### config.mk
export PLATFORM = sky130hd
export DESIGN_NAME = utf8_stream_decoder
export DESIGN_NICKNAME = d
export VERILOG_FILES = /design/src/rtl/u8d_pkg.sv /design/src/rtl/utf8_stream_decoder.sv /design/src/rtl/u8d_fifo.sv /design/src/rtl/u8d_front.sv /design/src/rtl/u8d_back.sv
export SDC_FILE = /design/constraint.sdc
export NUM_CORES = 1
export LEC_CHECK = 0
export BUFFER_PORTS_ARGS = -buffer_cell sky130_fd_sc_hd__buf_2
export CAP_MARGIN = 5
export CORE_ASPECT_RATIO = 1.5
export CORE_MARGIN = 2
export CORE_UTILIZATION = 25
export CTS_BUF_LIST = sky130_fd_sc_hd__clkbuf_16
export CTS_CLUSTER_SIZE = 10
export DETAILED_ROUTE_END_ITERATION = 12
export REMOVE_ABC_BUFFERS = 1
export SLEW_MARGIN = 10
export SYNTH_ARGS = -nofsm -noshare
export SYNTH_HDL_FRONTEND = slang
export SYNTH_SLANG_ARGS = --single-unit
### constraint.sdc
create_clock -name i_clk -period 8 [get_ports i_clk]
set_clock_uncertainty 0.05 [all_clocks]
set_input_delay 2.4 -clock i_clk [delete_from_list [all_inputs] [get_ports i_clk]]
set_output_delay 2.4 -clock i_clk [all_outputs]
set_load 0.01 [all_outputs]
### src/rtl/u8d_pkg.sv
// Shared types, constants and the minimum-value table of the UTF-8 stream decoder.
package u8d_pkg;

    localparam int CP_W = 31;

    localparam logic [CP_W-1:0] STRICT_MAX   = 31'h0010_FFFF;
    localparam logic [CP_W-1:0] SURR_LO      = 31'h0000_D800;
    localparam logic [CP_W-1:0] SURR_HI      = 31'h0000_DFFF;
    localparam logic            STRICT_RESET = 1'b1;

    // One classified input byte as it travels from the front end to the back end.
    typedef struct packed {
        logic [7:0] text_byte;
        logic       is_ascii;
        logic       is_cont;
        logic       is_reject;
        logic [2:0] lead_len;
        logic [4:0] lead_bits;
        logic       last;
    } t_token;

    // One decoded result.
    typedef struct packed {
        logic [CP_W-1:0] code_point;
        logic            invalid;
    } t_result;

    // Smallest value that a sequence with the given number of continuation
    // bytes may legally encode. Lengths that cannot occur reject everything.
    function automatic logic [31:0] min_value(input logic [2:0] len);
        logic [31:0] v;
        unique case (len)
            3'd1:    v = 32'h0000_0080;
            3'd2:    v = 32'h0000_0800;
            3'd3:    v = 32'h0001_0000;
            3'd4:    v = 32'h0020_0000;
            3'd5:    v = 32'h0400_0000;
            default: v = 32'hFFFF_FFFF;
        endcase
        return v;
    endfunction

endpackage

### src/rtl/utf8_stream_decoder.sv
// Top level of the streaming UTF-8 decoder with its queue-style ports.
//
// The decoder takes one text byte per transaction on the input queue: a byte is
// taken at a rising clock edge with push high and full low. It decodes extended
// UTF-8 of up to six bytes and produces one result transaction per finished or
// rejected sequence on the output queue. The oldest result sits on
// o_code_point and o_invalid while empty is low and leaves at an edge with pop
// high. A byte that only continues an open sequence produces no result.
//
// A byte that ends its sequence is registered in the token queue, decoded by
// the combinational back end and registered again in the result queue.
// Throughput is one byte per clock while the result queue has room: the decode
// loop in the back end updates its sequence state once per token, and a queue
// that is not full takes and gives a transaction in the same cycle. When the
// receiver stops popping, the result queue fills, the back end stops draining
// tokens, and full rises once the token queue has filled too; nothing is lost.
// Strict mode is set by a transaction on the configuration channel, which is
// always ready, and should change only while the decoder is idle. Synchronous
// reset empties both queues, closes any open sequence and turns strict mode on.
module utf8_stream_decoder #(
    parameter int RES_DEPTH = 4
) (
    input  logic                     i_clk,
    input  logic                     i_rst_n,
    input  logic                     push,
    output logic                     full,
    input  logic [7:0]               i_text_byte,
    input  logic                     i_end_of_text,
    output logic                     empty,
    input  logic                     pop,
    output logic [u8d_pkg::CP_W-1:0] o_code_point,
    output logic                     o_invalid,
    input  logic                     i_cfg_valid,
    output logic                     o_cfg_ready,
    input  logic                     i_cfg_strict_mode
);
    import u8d_pkg::*;

    logic    r_strict_mode;
    t_token  token;
    logic    tok_empty, tok_pop;
    logic    res_push, res_full;
    t_result res_in, res_out;

    // The strict flag is the only configuration register.
    assign o_cfg_ready = 1'b1;

    always_ff @(posedge i_clk) begin
        if (!i_rst_n) begin
            r_strict_mode <= STRICT_RESET;
        end else if (i_cfg_valid && o_cfg_ready) begin
            r_strict_mode <= i_cfg_strict_mode;
        end
    end

    // Front end classifies bytes and queues them as tokens.
    u8d_front u_front (
        .i_clk         (i_clk),
        .i_rst_n       (i_rst_n),
        .i_push        (push),
        .i_text_byte   (i_text_byte),
        .i_end_of_text (i_end_of_text),
        .o_full        (full),
        .i_tok_pop     (tok_pop),
        .o_token       (token),
        .o_tok_empty   (tok_empty)
    );

    // Back end runs the sequence state and produces results whenever the
    // result queue has room.
    u8d_back u_back (
        .i_clk         (i_clk),
        .i_rst_n       (i_rst_n),
        .i_strict_mode (r_strict_mode),
        .i_tok_valid   (!tok_empty),
        .i_token       (token),
        .i_res_room    (!res_full),
        .o_tok_pop     (tok_pop),
        .o_res_push    (res_push),
        .o_result      (res_in)
    );

    // Result queue keeps the decode loop running while the receiver stalls.
    u8d_fifo #(
        .WIDTH ($bits(t_result)),
        .DEPTH (RES_DEPTH)
    ) u_res_q (
        .i_clk   (i_clk),
        .i_rst_n (i_rst_n),
        .i_push  (res_push),
        .i_wdata (res_in),
        .o_full  (res_full),
        .i_pop   (pop),
        .o_rdata (res_out),
        .o_empty (empty)
    );

    assign o_code_point = res_out.code_point;
    assign o_invalid    = res_out.invalid;

    // The back end must never hand a result to a full result queue.
    a_no_res_overflow: assert property (@(posedge i_clk) disable iff (!i_rst_n)
        !(res_push && res_full))
        else $error("result pushed into a full queue");

    // A token is consumed only when one is present.
    a_no_tok_underflow: assert property (@(posedge i_clk) disable iff (!i_rst_n)
        !(tok_pop && tok_empty))
        else $error("token popped from an empty queue");

    // Rejected sequences always carry a zero code point.
    a_invalid_is_zero: assert property (@(posedge i_clk) disable iff (!i_rst_n)
        (!empty && o_invalid) |-> (o_code_point == '0))
        else $error("invalid result with nonzero code point");

    // Reset leaves the result side empty.
    a_empty_after_reset: assert property (@(posedge i_clk)
        !i_rst_n |=> empty)
        else $error("result queue not empty after reset");

endmodule

### src/rtl/u8d_fifo.sv
// Small first-in first-out queue built from registers.
module u8d_fifo #(
    parameter int WIDTH = 8,
    parameter int DEPTH = 4
) (
    input  logic             i_clk,
    input  logic             i_rst_n,
    input  logic             i_push,
    input  logic [WIDTH-1:0] i_wdata,
    output logic             o_full,
    input  logic             i_pop,
    output logic [WIDTH-1:0] o_rdata,
    output logic             o_empty
);

    localparam int PTR_W = (DEPTH > 1) ? $clog2(DEPTH) : 1;
    localparam int CNT_W = $clog2(DEPTH + 1);
    localparam logic [PTR_W-1:0] LAST_PTR = PTR_W'(DEPTH - 1);
    localparam logic [CNT_W-1:0] FULL_CNT = CNT_W'(DEPTH);

    logic [WIDTH-1:0] r_mem [DEPTH];
    logic [PTR_W-1:0] r_wr_ptr, r_rd_ptr;
    logic [CNT_W-1:0] r_count;
    logic             push_ok, pop_ok;

    assign o_full  = (r_count == FULL_CNT);
    assign o_empty = (r_count == '0);
    assign push_ok = i_push && !o_full;
    assign pop_ok  = i_pop && !o_empty;
    assign o_rdata = r_mem[r_rd_ptr];

    always_ff @(posedge i_clk) begin
        if (!i_rst_n) begin
            r_wr_ptr <= '0;
            r_rd_ptr <= '0;
            r_count  <= '0;
        end else begin
            if (push_ok) begin
                r_wr_ptr <= (r_wr_ptr == LAST_PTR) ? '0 : r_wr_ptr + 1'b1;
            end
            if (pop_ok) begin
                r_rd_ptr <= (r_rd_ptr == LAST_PTR) ? '0 : r_rd_ptr + 1'b1;
            end
            if (push_ok && !pop_ok) begin
                r_count <= r_count + 1'b1;
            end else if (pop_ok && !push_ok) begin
                r_count <= r_count - 1'b1;
            end
        end
    end

    always_ff @(posedge i_clk) begin
        if (push_ok) begin
            r_mem[r_wr_ptr] <= i_wdata;
        end
    end

endmodule

### src/rtl/u8d_front.sv
// Front end: classifies each incoming byte into a decode token.
module u8d_front (
    input  logic            i_clk,
    input  logic            i_rst_n,
    input  logic            i_push,
    input  logic [7:0]      i_text_byte,
    input  logic            i_end_of_text,
    output logic            o_full,
    input  logic            i_tok_pop,
    output u8d_pkg::t_token o_token,
    output logic            o_tok_empty
);
    import u8d_pkg::*;

    t_token tok;
    logic [7:0] b;

    assign b = i_text_byte;

    always_comb begin
        tok           = '0;
        tok.text_byte = b;
        tok.last      = i_end_of_text;
        tok.is_ascii  = !b[7];
        tok.is_cont   = (b[7:6] == 2'b10);
        tok.is_reject = (b[7:1] == 7'b1111111);
        priority if (b < 8'hE0) begin
            tok.lead_len  = 3'd1;
            tok.lead_bits = b[4:0];
        end else if (b < 8'hF0) begin
            tok.lead_len  = 3'd2;
            tok.lead_bits = {1'b0, b[3:0]};
        end else if (b < 8'hF8) begin
            tok.lead_len  = 3'd3;
            tok.lead_bits = {2'b0, b[2:0]};
        end else if (b < 8'hFC) begin
            tok.lead_len  = 3'd4;
            tok.lead_bits = {3'b0, b[1:0]};
        end else begin
            tok.lead_len  = 3'd5;
            tok.lead_bits = {4'b0, b[0]};
        end
    end

    // Token queue that decouples the byte source from the decode loop.
    u8d_fifo #(
        .WIDTH ($bits(t_token)),
        .DEPTH (4)
    ) u_tok_q (
        .i_clk   (i_clk),
        .i_rst_n (i_rst_n),
        .i_push  (i_push),
        .i_wdata (tok),
        .o_full  (o_full),
        .i_pop   (i_tok_pop),
        .o_rdata (o_token),
        .o_empty (o_tok_empty)
    );

endmodule

### src/rtl/u8d_back.sv
// Back end: sequence state, payload assembly and validity checks.
module u8d_back (
    input  logic             i_clk,
    input  logic             i_rst_n,
    input  logic             i_strict_mode,
    input  logic             i_tok_valid,
    input  u8d_pkg::t_token  i_token,
    input  logic             i_res_room,
    output logic             o_tok_pop,
    output logic             o_res_push,
    output u8d_pkg::t_result o_result
);
    import u8d_pkg::*;

    logic [2:0]      r_bytes_left, n_bytes_left;
    logic [2:0]      r_seq_length, n_seq_length;
    logic [CP_W-1:0] r_partial, n_partial;
    logic [CP_W-1:0] shifted;
    logic [2:0]      left_dec;
    logic            take, emit, bad;
    t_result         res;

    assign take     = i_tok_valid && i_res_room;
    assign shifted  = {r_partial[CP_W-7:0], i_token.text_byte[5:0]};
    assign left_dec = r_bytes_left - 3'd1;

    always_comb begin
        n_bytes_left = r_bytes_left;
        n_seq_length = r_seq_length;
        n_partial    = r_partial;
        emit         = 1'b0;
        res          = '0;
        bad          = 1'b0;
        if (r_bytes_left == 3'd0) begin
            priority if (i_token.is_ascii) begin
                emit           = 1'b1;
                res.code_point = {24'b0, i_token.text_byte[6:0]};
            end else if (i_token.is_cont || i_token.is_reject || i_token.last) begin
                emit        = 1'b1;
                res.invalid = 1'b1;
            end else begin
                n_bytes_left = i_token.lead_len;
                n_seq_length = i_token.lead_len;
                n_partial    = {26'b0, i_token.lead_bits};
            end
        end else if (!i_token.is_cont) begin
            emit         = 1'b1;
            res.invalid  = 1'b1;
            n_bytes_left = '0;
            n_seq_length = '0;
            n_partial    = '0;
        end else begin
            priority if (left_dec == 3'd0) begin
                bad = ({1'b0, shifted} < min_value(r_seq_length))
                    || (i_strict_mode && ((shifted > STRICT_MAX)
                        || ((shifted >= SURR_LO) && (shifted <= SURR_HI))));
                emit           = 1'b1;
                res.invalid    = bad;
                res.code_point = bad ? '0 : shifted;
                n_bytes_left   = '0;
                n_seq_length   = '0;
                n_partial      = '0;
            end else if (i_token.last) begin
                emit         = 1'b1;
                res.invalid  = 1'b1;
                n_bytes_left = '0;
                n_seq_length = '0;
                n_partial    = '0;
            end else begin
                n_bytes_left = left_dec;
                n_partial    = shifted;
            end
        end
    end

    assign o_tok_pop  = take;
    assign o_res_push = take && emit;
    assign o_result   = res;

    always_ff @(posedge i_clk) begin
        if (!i_rst_n) begin
            r_bytes_left <= '0;
            r_seq_length <= '0;
            r_partial    <= '0;
        end else if (take) begin
            r_bytes_left <= n_bytes_left;
            r_seq_length <= n_seq_length;
            r_partial    <= n_partial;
        end
    end

endmodule

Word level (Yosys, flattened, before mapping)
Memory sizes are Yosys's and may differ from the RTL's. A register that Yosys moved wholly into a read port is not among the register bits. Index checks and enable logic that the tools add are counted.

Mux-type cells: 54. Reduce and logical (&&, ||, !) cells: 33. Order comparisons: 8. Equality and inequality tests: 16. Add/sub/neg operators: 9.

Operators with widths (count): $pmux 32 s5 (1); $mux 25 (6); $mux 32 (4); $mux 31 (3); $mux 3 (14); $lt 31x32->1 (1); $lt 8x8->1 const B (4); $ge 31x16->1 const B (1); $gt 31x21->1 const B (1); $le 31x16->1 const B (1); $mux 8 (3); $mux 2 (8); $mux 1 (13); $eq 3x3->1 const B (4); $logic_and 1x1->1 (12); $logic_not 3->1 (4); $eq 2x2->1 const B (5); $logic_not 1->1 (9); $sub 3x1->3 const B (3); $add 2x1->2 const B (4); $eq 7x7->1 const B (1); $mux 7 (1); $add 3x1->3 const B (2); $eq 3x2->1 const B (2); other kinds (8) (13).

Input bits: 15. Memories kept: 2. Output and inout bits: 35. Logic and storage cells: 132. Bits in registers: 46. Memory bits (writable): 208.

Memories: u_res_q.r_mem (depth 4, bits a word 32, rd ports 1, clocked after memory_dff 1, wr ports 1, line u8d_fifo.sv:21) `logic [WIDTH-1:0] r_mem [DEPTH];`; u_front.u_tok_q.r_mem (depth 4, bits a word 20, rd ports 1, clocked after memory_dff 1, wr ports 1, line u8d_fifo.sv:21).

Logic depth before layout (Yosys ltp)
Word-level depth: 11. Gate-level depth with buffers: 14. Gate-level depth less buffers: 12.

By module
Synthesis repeated with hierarchy kept, for this count alone.

Cells, all modules: 705. Area, all modules: 11140.7 um^2.

By module, submodules not included: u8d_fifo (u_res_q) (area each 5138.7 um^2, sequential area each 4023.9 um^2, cells each 218, instances 1); u8d_fifo (u_front.u_tok_q) (area each 3358.2 um^2, sequential area each 2582.5 um^2, cells each 155, instances 1); u8d_back (area each 2501.1 um^2, sequential area each 620.6 um^2, cells each 309, instances 1); u8d_front (area each 90.1 um^2, sequential area each 0.0 um^2, cells each 16, instances 1); utf8_stream_decoder (area each 52.6 um^2, sequential area each 20.0 um^2, cells each 7, instances 1).

Worst setup path after synthesis
OpenSTA, ideal clock, no wires.

Path kind: register to output. Start: register (tool-made name). End: output o_code_point[0] (netlist name). Buffers on the path: 2. Cell stages (with the launch flop): 4. Required time: 5550 ps. Slack: 3899 ps. Data arrival time: 1651 ps. Cells stage by stage: dfxtp_1 -> clkbuf_1 -> buf_1 -> mux4_2.

RTL lines: end: declaration (line utf8_stream_decoder.sv:31) `output logic [u8d_pkg::CP_W-1:0] o_code_point,`.

==> impl_metrics.py <==
metrics = {
    "yosys": {
        "synth-edff-count": 200,
        "yosys-mux-area-fraction_pct": 11.22,
        "synthAdderAreaFrac_pct": 5.228,
        "yosys.area.top_type": "edfxtp_1",
        "ys_seq_area_share_pct": 64.78,
        "netlist_area_um2": 10820,
        "synth_area_leaders": "edfxtp_1, dfxtp_1, mux4_2",
        "synth-main-ff-cell": "edfxtp_1",
        "synth_seq_cells": 250,
        "async_flop_share_pct": 0,
        "synth_top_family_by_area": "multiplexers",
        "synth_warnings": 0,
        "yosysTopAreaCellShare_pct": 55.52,
        "yosysUniqueCellTypes": 63,
        "synth_compound_area_share_pct": 5.356,
        "synth_simple_gate_area_share_pct": 10.41,
        "synth-xor-area-share_pct": 0.5668,
        "syn-instance-count": 687,
        "syn_area_per_cell_um2": 15.74,
    },
    "clocking": {
        "post-cts-setup-buffer-count": 0,
        "clock_path_buffers": 3,
        "cts_tree": "built",
        "numCtsBuffers": 28,
        "clkSinkCount": 250,
        "cts_resized": 0,
        "h-tree-depth": 1,
        "clk_latency_ns": 0.54,
        "postCtsHoldBufs": 0,
        "clk_pin_slew_worst_paths_ns": 0.06,
        "cts_root_buf": "clkbuf_16",
    },
    "flow_run": {
        "max_cap_violations": 0,
    },
    "grt": {
        "grt_overflow": 0,
        "grt_pass1_vias": 6249,
        "grtUsageTotal_pct": 9.848,
        "grt_max_degree": 46,
        "grt_pass1_wl_um": 35020,
        "antenna_found_initial": 0,
    },
    "routing": {
        "first_pass_iters": 5,
        "post-route-drc-count": 0,
        "post_drt_wl_per_cell_um": 16.84,
        "postRouteAntennaNets": 0,
        "drtIter0Drc": 297,
        "vias_per_cell": 4.495,
        "routed_wl_um": 22430,
        "vias": 5987,
    },
    "timing": {
        "final.period_utilization_pct": 58.05,
        "setup_viol": 0,
        "max_slew_margin_pct": 24.10,
        "hold_viol": 0,
        "worst_pin_slew_ns": 1.138,
        "setup_tns_ns": 0,
        "rsz0062_at_grt": "no",
        "period_needed_ns": 4.644,
        "fmax_mhz": 215.3,
        "drv_slew": 0,
    },
    "die": {
        "die_w_um": 173.8,
        "initial_core_util_pct": 25.26,
        "die_y_um": 258.8,
        "row_count": 93,
        "die_area_um2": 44980,
        "coreArea_um2": 42820,
        "ios": 50,
    },
    "layout": {
        "antennaDiodeCount": 0,
        "syn_to_final_growth_pct": 15.26,
        "drive_above_1_share_pct": 21.00,
        "final_nets": 799,
    },
    "worst_hold_path": {
        "hold_class": "reg2reg",
    },
    "critical_path": {
        "critPathKind": "reg2out",
        "cp.arrival_ns": 2.19,
        "crit_required_ns": 5.55,
        "cp_max_fo": 32,
        "worstSetupEndpointType": "output pin",
        "cp-start-kind": "flop",
    },
    "place": {
        "place_hpwl_um": 14630,
        "gp_congestion": 0.7915,
        "io_buffers": 48,
    },
    "power": {
        "leakagePower_nw": 4.383,
        "ir_drop_v": 0.0001627,
        "powerDensity_nw_per_um2": 354.8,
        "power_mw": 4.423,
    },
    "outcome": {
        "outcome": "finished clean",
    },
}
-- cells by family (layout without fill, tap and decap cells) --
logic type / Yosys count / in the layout
xor gates and xnor gates: 7 / 7
buffers and inverters: 51 / 126
adders and majority gates: 44 / 44
DFF: 250 / 250
AOI/OAI and AO/OA: 90 / 90
muxes: 58 / 58
and+or+nand+nor: 186 / 186
other: 1 / 1
-- cell usage in the layout, fill, tap and decap left out, drive strengths merged, types with 6 or more instances in the layout --
cell    synthesis  routed
a21o            8       8
a21oi          38      38
and2           15      15
and3           10      10
buf            22      58
clkbuf         13      29
dfxtp          50      50
edfxtp        200     200
ha             42      42
inv            16      39
mux2i           8       8
mux4           49      49
nand2          33      33
nand3          26      26
nand4           6       6
nor2           30      30
nor3           11      11
nor3b          31      31
o21ai          10      10
xor2            6       6
-- flip-flops by register name, summed over array words and instances, names as in the netlist, named ones only --
register	count
u_res_q.r_rd_ptr	2
u_res_q.r_mem	128
u_front.u_tok_q.r_wr_ptr	2
u_back.r_partial	25
u_front.u_tok_q.r_rd_ptr	2
u_back.r_bytes_left	3
u_back.r_seq_length	3
u_res_q.r_wr_ptr	2
u_res_q.r_count	3
r_strict_mode	1
u_front.u_tok_q.r_mem	72
u_front.u_tok_q.r_count	3
-- metrics by stage --
| step | hold WS (ns) | utilization, % | cells | setup WS, ns | area (um^2) |
|---|---|---|---|---|---|
| floorplan | 0.4009 | - | 652 | 3.417 | 10620 |
| global placement | 0.4178 | 27.21 | 1280 | 3.492 | 11650 |
| detailed placement | 0.4246 | 27.22 | 1280 | 3.605 | 11650 |
| CTS | 0.4325 | 29.11 | 1332 | 3.255 | 12470 |
| global route | 0.4507 | 29.11 | 1332 | 3.195 | 12470 |
| finish | 0.4297 | 29.11 | 1332 | 3.356 | 12470 |
-- routing by layer --
layer / part of all wire, % / global-route usage, %
met4: 2.8 / 3.782
met5: 0 / 0
met3: 3.5 / 1.394
met2: 56 / 19.77
met1: 37 / 10.15
-- synth_stat cells, drive strengths merged, types with 11 or more instances --
master	n
nor3	11
edfxtp	200
nand3	26
nor3b	31
mux4	49
nand2	33
a21oi	38
and2	15
buf	22
inv	16
dfxtp	50
clkbuf	13
ha	42
nor2	30
-- critical path, stage by stage, from the launching register on --
cell and delay (ns):
dfxtp_2 0.31, buf_4 0.52, mux4_2 0.61, buf_2 0.16
-- where the power goes --
part	switching (mW)	internal [mW]	total [mW]
clock network	0.476	0.644	1.12
registers	0.0928	1.70	1.80
logic	0.921	0.587	1.51
total	1.49	2.93	4.42
-- worst paths after layout --
kind | startpoint | to | slack [ns] | depth (start not counted)
setup / recovery | flop | o_code_point[4] | 3.36 | 3
setup reg to reg | u_back.r_seq_length[1]$_SDFFE_PN0P_ | u_res_q.r_mem[1][7]$_DFFE_PP_ | 3.66 | 10
hold / removal | u_front.u_tok_q.r_rd_ptr[1]$_SDFFE_PN0P_ | flop | 0.43 | 2
hold reg to reg | u_front.u_tok_q.r_rd_ptr[1]$_SDFFE_PN0P_ | flop | 0.43 | 2
-- layout make-up --
cell class	count	area, um^2
fill	4357	30350
sequential	250	7008
multi-input combinational	386	3558
clock buffer	29	725.7
tap	570	713.2
timing repair buffer	58	315.3
clock inverter	23	86.33
inverter	16	60.06
No activity file was read; power rests on OpenSTA's default activity.
